**config.mk**
```make
export PLATFORM = sky130hd
export DESIGN_NAME = coefficient_scan_address
export DESIGN_NICKNAME = d
export VERILOG_FILES = /design/src/sv/csa_pkg.sv /design/src/sv/csa_addr_map.sv /design/src/sv/coefficient_scan_address.sv
export SDC_FILE = /design/constraint.sdc
export NUM_CORES = 1
export LEC_CHECK = 0
export ABC_CLOCK_PERIOD_IN_PS = 3000
export BUFFER_PORTS_ARGS = -buffer_cell sky130_fd_sc_hd__buf_2
export CAP_MARGIN = 20
export CORE_ASPECT_RATIO = 0.6
export CORE_MARGIN = 1.5
export CORE_UTILIZATION = 50
export DETAILED_ROUTE_END_ITERATION = 12
export GPL_TIMING_DRIVEN = 0
export HOLD_SLACK_MARGIN = 0.03
export PLACE_DENSITY = 0.69
export SLEW_MARGIN = 15
export SYNTH_ARGS = -nofsm -noshare
export SYNTH_HDL_FRONTEND = slang
export SYNTH_SLANG_ARGS = --single-unit
```
**constraint.sdc**
```tcl
create_clock -name clk -period 3 [get_ports clk]
set_clock_uncertainty 0.15 [all_clocks]
set_input_delay 0.15 -clock clk [delete_from_list [all_inputs] [get_ports clk]]
set_output_delay 0.15 -clock clk [all_outputs]
set_load 0.05 [all_outputs]
```
**src/sv/csa_pkg.sv**
```systemverilog
// ----------------------------------------------------------------------------
// csa_pkg: shared types and constants for the coefficient scan address block
// Scan type codes, subblock geometry and the diagonal scan table builder.
// ----------------------------------------------------------------------------
package csa_pkg;

  typedef enum logic [1:0] {
    SCAN_UPRIGHT = 2'd0,
    SCAN_HORZ    = 2'd1,
    SCAN_VERT    = 2'd2,
    SCAN_BAD     = 2'd3
  } scan_type_t;

  localparam int LOG2_WIDTH_W = 3;
  localparam int POS_W        = 10;
  localparam int LOG2_SUB     = 2;   // 4x4 subblocks
  localparam int SUB_SIDE     = 4;
  localparam int GRID_MAX     = 8;   // subblocks per side at width 32
  localparam int COORD_W      = 3;

  // One entry per scan position: {col, row}
  typedef logic [2*COORD_W-1:0] diag_cell_t;
  typedef diag_cell_t [GRID_MAX*GRID_MAX-1:0] diag_tab_t;

  // Up-right diagonal scan of an n x n grid, evaluated at elaboration only.
  function automatic diag_tab_t diag_table(int n);
    diag_tab_t tab;
    int        count;
    int        yhi;
    int        ylo;
    tab   = '0;
    count = 0;
    for (int d = 0; d < 2 * n - 1; d++) begin
      yhi = (d < n) ? d : n - 1;
      ylo = (d + 1 > n) ? d + 1 - n : 0;
      for (int y = yhi; y >= ylo; y--) begin
        tab[count] = {COORD_W'(d - y), COORD_W'(y)};
        count++;
      end
    end
    return tab;
  endfunction

endpackage

```
**src/sv/csa_addr_map.sv**
```systemverilog
// ----------------------------------------------------------------------------
// csa_addr_map: scan position to raster address
// Combinational mapping for diagonal, horizontal and vertical scans.
// ----------------------------------------------------------------------------
module csa_addr_map #(
  parameter int MAX_LOG2_WIDTH = 5
) (
  input  logic [csa_pkg::LOG2_WIDTH_W-1:0] log2_width,
  input  logic [1:0]                       scan_type,
  input  logic [csa_pkg::POS_W-1:0]        scan_pos,
  output logic [csa_pkg::POS_W-1:0]        raster_addr,
  output logic                             bad_request
);

  localparam csa_pkg::diag_tab_t DIAG2 = csa_pkg::diag_table(2);
  localparam csa_pkg::diag_tab_t DIAG4 = csa_pkg::diag_table(4);
  localparam csa_pkg::diag_tab_t DIAG8 = csa_pkg::diag_table(8);

  logic [5:0] blk;
  logic [3:0] inner;
  logic [1:0] gl;
  logic [2:0] bx, by;
  logic [1:0] ix, iy;
  logic [4:0] row, col;
  logic [csa_pkg::POS_W-1:0] addr_big;
  logic [csa_pkg::POS_W-1:0] addr_w2;
  logic       width_ok;
  logic       out_of_block;
  csa_pkg::diag_cell_t grid_cell;
  csa_pkg::diag_cell_t sub_cell;
  csa_pkg::diag_cell_t w2_cell;

  assign blk   = scan_pos[9:4];
  assign inner = scan_pos[3:0];
  assign gl    = 2'(log2_width - 3'd2);

  assign width_ok = (log2_width >= 3'd1) &&
                    (32'(log2_width) <= MAX_LOG2_WIDTH);

  always_comb begin
    unique case (log2_width)
      3'd1:    out_of_block = (scan_pos[9:2] != '0);
      3'd2:    out_of_block = (scan_pos[9:4] != '0);
      3'd3:    out_of_block = (scan_pos[9:6] != '0);
      3'd4:    out_of_block = (scan_pos[9:8] != '0);
      default: out_of_block = 1'b0;
    endcase
  end

  always_comb begin
    unique case (log2_width)
      3'd3:    grid_cell = DIAG2[blk[1:0]];
      3'd4:    grid_cell = DIAG4[blk[3:0]];
      3'd5:    grid_cell = DIAG8[blk];
      default: grid_cell = '0;
    endcase
  end

  assign sub_cell = DIAG4[inner];
  assign w2_cell  = DIAG2[scan_pos[1:0]];

  // Subblock and in-subblock coordinates
  always_comb begin
    unique case (scan_type)
      csa_pkg::SCAN_HORZ: begin
        bx = 3'(blk & ((6'd1 << gl) - 6'd1));
        by = 3'(blk >> gl);
        ix = inner[1:0];
        iy = inner[3:2];
      end
      csa_pkg::SCAN_VERT: begin
        by = 3'(blk & ((6'd1 << gl) - 6'd1));
        bx = 3'(blk >> gl);
        iy = inner[1:0];
        ix = inner[3:2];
      end
      default: begin
        bx = grid_cell[5:3];
        by = grid_cell[2:0];
        ix = sub_cell[4:3];
        iy = sub_cell[1:0];
      end
    endcase
  end

  assign row = {by, iy};
  assign col = {bx, ix};
  assign addr_big = (csa_pkg::POS_W'(row) << log2_width) | csa_pkg::POS_W'(col);

  // Width 2: whole-block orders
  always_comb begin
    unique case (scan_type)
      csa_pkg::SCAN_HORZ: addr_w2 = {8'd0, scan_pos[1:0]};
      csa_pkg::SCAN_VERT: addr_w2 = {8'd0, scan_pos[0], scan_pos[1]};
      default:            addr_w2 = {8'd0, w2_cell[1:0] == 2'd1, w2_cell[3]};
    endcase
  end

  assign bad_request = !width_ok || (scan_type == csa_pkg::SCAN_BAD) || out_of_block;

  always_comb begin
    if (bad_request) begin
      raster_addr = '0;
    end else if (log2_width == 3'd1) begin
      raster_addr = addr_w2;
    end else begin
      raster_addr = addr_big;
    end
  end

endmodule

```
**src/sv/coefficient_scan_address.sv**
```systemverilog
// ----------------------------------------------------------------------------
// coefficient_scan_address: coefficient scan position to raster address
// Input register, table-based mapping, result register.
// ----------------------------------------------------------------------------
// Path: an accepted transaction passes the input register, then the result register.
// Throughput: one transaction per cycle; the input stage loads when empty or
// when its transaction moves on, so a held result stalls the input once full.
// Reset: synchronous, clears both stage valid flags; no table or pipeline
// payload is cleared.
module coefficient_scan_address #(
  parameter int MAX_LOG2_WIDTH = 5
) (
  input  logic                             clk,
  input  logic                             rst,
  input  logic                             in_valid,
  output logic                             in_stall,
  input  logic [csa_pkg::LOG2_WIDTH_W-1:0] log2_width,
  input  logic [1:0]                       scan_type,
  input  logic [csa_pkg::POS_W-1:0]        scan_pos,
  output logic                             out_valid,
  input  logic                             out_stall,
  output logic [csa_pkg::POS_W-1:0]        raster_addr,
  output logic                             bad_request
);

  logic                             s1_valid;
  logic [csa_pkg::LOG2_WIDTH_W-1:0] s1_log2_width;
  logic [1:0]                       s1_scan_type;
  logic [csa_pkg::POS_W-1:0]        s1_scan_pos;
  logic [csa_pkg::POS_W-1:0]        map_addr;
  logic                             map_bad;
  logic                             s2_load;
  logic                             s1_load;

  assign s2_load  = s1_valid && (!out_valid || !out_stall);
  assign s1_load  = !s1_valid || s2_load;
  assign in_stall = !s1_load;

  always_ff @(posedge clk) begin
    if (rst) begin
      s1_valid <= 1'b0;
    end else if (s1_load) begin
      s1_valid <= in_valid;
    end
  end

  always_ff @(posedge clk) begin
    if (s1_load && in_valid) begin
      s1_log2_width <= log2_width;
      s1_scan_type  <= scan_type;
      s1_scan_pos   <= scan_pos;
    end
  end

  csa_addr_map #(
    .MAX_LOG2_WIDTH(MAX_LOG2_WIDTH)
  ) u_map (
    .log2_width (s1_log2_width),
    .scan_type  (s1_scan_type),
    .scan_pos   (s1_scan_pos),
    .raster_addr(map_addr),
    .bad_request(map_bad)
  );

  always_ff @(posedge clk) begin
    if (rst) begin
      out_valid <= 1'b0;
    end else if (s2_load) begin
      out_valid <= 1'b1;
    end else if (!out_stall) begin
      out_valid <= 1'b0;
    end
  end

  always_ff @(posedge clk) begin
    if (s2_load) begin
      raster_addr <= map_addr;
      bad_request <= map_bad;
    end
  end

endmodule

```
== Yosys cells after proc, flatten, opt, wreduce, memory -nomap -nowiden ==
Memories as Yosys holds them, arrays and structs flattened. A register that Yosys moved wholly into a read port is not among the register bits.
Cells that the tools add are included.
Storage, ports and cells
  register bits after elaboration: 28
  ROM bits: 576
  input bits: 19
  output and inout bits: 13
  memories kept: 3
Memories
  (no name shown): words 64, bits a word 6, read ports 1, clocked after memory_dff 1, write ports 0, RTL line csa_addr_map.sv:54  | 3'd5: grid_cell = DIAG8[blk];
  (no name shown): words 16, bits a word 6, read ports 1, clocked after memory_dff 1, write ports 0, RTL line csa_addr_map.sv:53  | 3'd4: grid_cell = DIAG4[blk[3:0]];
  (no name shown): words 16, bits a word 6, read ports 1, clocked after memory_dff 1, write ports 0, RTL line csa_addr_map.sv:59  | assign sub_cell = DIAG4[inner];
Operators by class
  $add $sub $neg: 2
  order comparisons: 7
  equality and inequality tests: 10
  shift operators: 3
  muxes and demuxes: 20
  bitwise gates (word level): 2
  reduce and logical (&&, ||, !) cells: 16
Operators by type and width (count)
  $bmux W6 S2: 2
  $mux W6: 4
  $pmux W6 S3: 1
  $lt A2 B7 Y1 const B: 2
  $lt A4 B7 Y1 const B: 2
  $mux W4: 3
  $pmux W2 S2: 3
  $pmux W3 S2: 2
  $mux W10: 1
  $or A10 B5 Y10: 1
  $shl A5 B3 Y10: 1
  $reduce_bool A8 Y1: 1
  $lt A6 B7 Y1 const B: 1
  $eq A3 B2 Y1 const B: 2
  $eq A3 B3 Y1 const B: 2
  $reduce_bool A6 Y1: 1
  $shr A6 B2 Y3: 1
  $logic_not A1 Y1: 5
  $mux W5: 1
  $eq A2 B1 Y1 const B: 2
  $eq A2 B2 Y1 const B: 2
  $logic_or A1 B1 Y1: 4
  $pmux W1 S4: 1
  $reduce_bool A4 Y1: 1
  11 further kinds: 14

== Depth between registers and ports, before layout ==
  depth in word-level cells: 8
  mapped depth: 12
  gate-level depth less buffers: 10

== Cells and area by module ==
Synthesis repeated with hierarchy kept, for this count alone.
Unflattened totals
  cell total of the unflattened synthesis: 299
  area, all modules: 2655.0 um^2
Modules (own cells, without submodules)
  csa_addr_map: times used 1, cells an instance 263, area each 1788.0 um^2, seq. area each 0.0 um^2
  coefficient_scan_address: times used 1, cells an instance 36, area each 867.1 um^2, seq. area each 820.8 um^2

== Least setup slack after synthesis ==
OpenSTA, ideal clock, no wires.
  kind: reg-to-reg
  start point: register out_valid
  end point: register, netlist name u_map.sub_cell[3]
  setup time: 0.086 ns
  data arrival time: 2.400 ns
  data required time: 2.764 ns
  setup slack: 0.364 ns
  stages on the path, launching flop included: 12
  path buffers: 2
  period minus slack after synthesis: 2.636 ns
  cells stage by stage: dfxtp_1 > buf_4 > nand3_4 > nand2_1 > inv_1 > buf_4 > mux2i_1 > inv_1 > ha_1 > nor2_1 > nor2_1 > a211oi_1
RTL lines
  start, declared: RTL line coefficient_scan_address.sv:20  | output logic out_valid,
  start signal, assigned: RTL line coefficient_scan_address.sv:67  | out_valid <= 1'b0;
  start signal, assigned: RTL line coefficient_scan_address.sv:69  | out_valid <= 1'b1;
  start signal, assigned: RTL line coefficient_scan_address.sv:71  | out_valid <= 1'b0;

==> impl_metrics.tcl <==
set metrics [dict create \
    critPathKind "in2reg" \
    peakVddDrop_mv 0.245 \
    crit_buf_inv 3 \
    critical-path-top-delay-family "compound AO/OA/AOI/OAI gates" \
    setup_slack_ns 0.234 \
    synth-edff-count 26 \
    cts_buffers 5 \
    syn_to_final_growth_pct 15.3 \
    syn_area_um2 3370 \
    avgSynthCellArea_um2 8.52 \
    setup_tns_ns 0 \
    cts.clk_slew.worst_paths_ns 0.07 \
    synth.mux.area_fraction_pct 5.67 \
    arrival_ns 2.78 \
    synth-seq-cells 42 \
    antenna_found_initial 0 \
    drive_gt1_share_pct 15.7 \
    rsz0062_at_grt "no" \
    timing.final.crit_share_pct 92.2 \
    grt_max_degree 25 \
    path_max_fanout 8 \
    gp_congestion 0.948 \
    synth_top_family_by_area "compound AO/OA/AOI/OAI gates" \
    drt-initial-drc-count 518 \
    final_hold_viol_count 0 \
    num_vias 3481 \
    overflow 0 \
    synthCells 396 \
    hold_slack_ns 0.100 \
    cts-htree-levels 2 \
    clk_path_buf_depth 2 \
    grt_usage_pct 28.0 \
    worstHoldStart "in_valid" \
    worst_ep_required_time_ns 3.02 \
    cts_setup_buffers 0 \
    r2r_cells 8 \
    hp-class "in2reg" \
    via_per_inst 6.49 \
    critPathLaunchType "primary input" \
    first_pass_iters 6 \
    clock-sinks 42 \
    fillers 544 \
    synth_compound_area_share_pct 31.4 \
    relSlewSlack_pct 51.0 \
    cts-root-buf "clkbuf_8" \
    drv_cap 0 \
    grt_pass1_vias 3037 \
    worstHoldEndpoint "s1_valid" \
    ant_nets 0 \
    ys_warn_count 0 \
    ys_seq_area_share_pct 32.6 \
    postPlaceCellArea_um2 3640 \
    worst_slew_pin_slew_ns 0.727 \
    route.detailed.drc 0 \
    reg2reg_from "out_valid" \
    power_density_nw_per_um2 406 \
    async_reset_ff_share_pct 0 \
    placementRows 22 \
    multi_input_comb_area_um2 2030 \
    final_cell_mix "41 x nand2_1, 37 x buf_2, 29 x a21oi_1" \
    finalSetupViolCount 0 \
    core_area_um2 6300 \
    final_cell_area_um2 3890 \
    pre_cts_ws_ns 0.267 \
    nNetsFinal 479 \
    critPathMaxStageDelay_ns 0.61 \
    synth_flop_cell "edfxtp_1" \
    die_area_um2 7270 \
    post_synth_num_cell_types 71 \
    cpMaxStageDelayCell "a311oi_1" \
    fp.dieW_um 109 \
    num_antenna_cells 0 \
    port_buffers 30 \
    fmaxAchievable_mhz 362 \
    leakage_nw 1.51 \
    cts_tree "built" \
    worstSetupEndpointType "register" \
    insertion_delay_ns 0.28 \
    post-route-min-period_ns 2.77 \
    wl_per_cell_um 17.7 \
    hpwl_um 7090 \
    drt_wl_total_um 9510 \
    regToRegSetupSlack_ns 0.34 \
    syn_nets 424 \
    cp_cell_sequence "dlygate4sd3_1, buf_6, nand3_4, inv_4, o211ai_1, a2111oi_0, a311oi_1, a32oi_1, o221a_1" \
    yosys.area_share.simple_pct 18.9 \
    report.final.slew_viol_count 0 \
    whs_path_depth 3 \
    synthXorXnorAreaFrac_pct 0.779 \
    boundaryPins 32 \
    grt_pass1_wl_um 15600 \
    synth_fa_ha_area_share_pct 3.34 \
    die_y_um 66.6 \
    initial_core_util_pct 53.5 \
    seqCellArea_um2 1100 \
    layout_commonest_cell "nand2_1" \
    status "finished clean" \
]
-- area by class of cell --
cell class	count	area share, %
tap	84	2.70
inverter	16	1.61
timing repair buffer	48	8.42
clock buffer	8	2.06
multi-input combinational	305	52.3
buffer	33	4.66
sequential	42	28.3
-- power breakdown --
| group | internal (W) | switching (W) | total [W] |
|---|---|---|---|
| clock | 0.000165 | 0.000175 | 0.000340 |
| sequential | 0.000672 | 0.0000268 | 0.000699 |
| combinational | 0.000204 | 0.000338 | 0.000542 |
-- worst reg2reg max path: stages (launching register included) --
cell	delay, ns
dfxtp_1	0.31
buf_4	0.16
nand3_4	0.12
inv_4	0.06
o211ai_1	0.56
a2111oi_0	0.17
a311oi_1	0.61
a32oi_1	0.12
o221a_1	0.29
-- kinds of logic (layout without fill, tap and decap cells) --
| group | after synthesis | after routing |
|---|---|---|
| multiplexers | 19 | 19 |
| flip-flops | 42 | 42 |
| AO/OA/AOI/OAI | 147 | 147 |
| buffers and inverters | 49 | 105 |
| XOR/XNOR | 3 | 3 |
| adder cells (fa/ha/maj) | 9 | 9 |
| AND/OR/NAND/NOR | 127 | 127 |
-- stage by stage --
stage          util, %  total power (W)  instances
2_1_floorplan        -          0.00109        396
3_3_place_gp      57.6          0.00121        510
3_5_place_dp      57.7          0.00122        511
4_1_cts           61.7          0.00157        536
5_1_grt           61.7          0.00167        536
6_report          61.7          0.00158        536
-- cell usage after synthesis, types with 4 or more instances --
| cell type | count | share of area [%] |
|---|---|---|
| buf_4 | 5 | 1.1 |
| o22ai_1 | 8 | 1.5 |
| edfxtp_1 | 26 | 23 |
| nand4_1 | 8 | 1.5 |
| a21oi_1 | 29 | 4.3 |
| mux2i_1 | 18 | 5.3 |
| nor2b_1 | 5 | 0.93 |
| buf_6 | 4 | 1.3 |
| nand3_1 | 10 | 1.5 |
| ha_1 | 9 | 3.3 |
| nand3b_1 | 4 | 0.89 |
| a22oi_1 | 7 | 1.6 |
| a31oi_1 | 10 | 1.9 |
| clkbuf_1 | 15 | 1.7 |
| nor2_1 | 27 | 3.0 |
| nand2b_1 | 11 | 2.0 |
| o211ai_1 | 4 | 0.89 |
| buf_2 | 7 | 1.0 |
| dfxtp_1 | 16 | 9.5 |
| o211a_1 | 5 | 1.5 |
| o21ai_0 | 25 | 3.7 |
| a211oi_1 | 4 | 0.89 |
| a221oi_1 | 6 | 1.6 |
| nand2_1 | 41 | 4.6 |
| a311oi_1 | 4 | 1.0 |
| inv_1 | 15 | 1.7 |
-- timing repair --
action                                  CTS  global route
hold buffers                             17             0
endpoints found under the setup margin    0             2
hold endpoints to repair                 17             0
gates resized for setup                   0             1
-- worst max-delay path by stage --
| stage | startpoint | endpoint | slack, ns | depth (start not counted) |
|---|---|---|---|---|
| 3_5_place_dp | out_valid | u_map.sub_cell[3] | 0.27 | 11 |
| 5_1_grt | out_stall | u_map.sub_cell[3] | 0.08 | 12 |
| 4_1_cts | out_stall | u_map.sub_cell[3] | 0.13 | 12 |
| 2_1_floorplan | out_valid | u_map.sub_cell[3] | 0.36 | 11 |
| 6_report | out_stall | register | 0.23 | 9 |
| 3_3_place_gp | out_valid | u_map.sub_cell[3] | 0.33 | 11 |
-- layer usage --
layer,GRT usage (%),vias up,part of all wire (%)
met4,4.44,0,0.98
met2,37.7,226,38
met1,43.5,1619,48
met3,8.22,11,13
met5,0,-,0
li1,-,1625,-
Note: power is estimated with default switching activity, not from simulation.
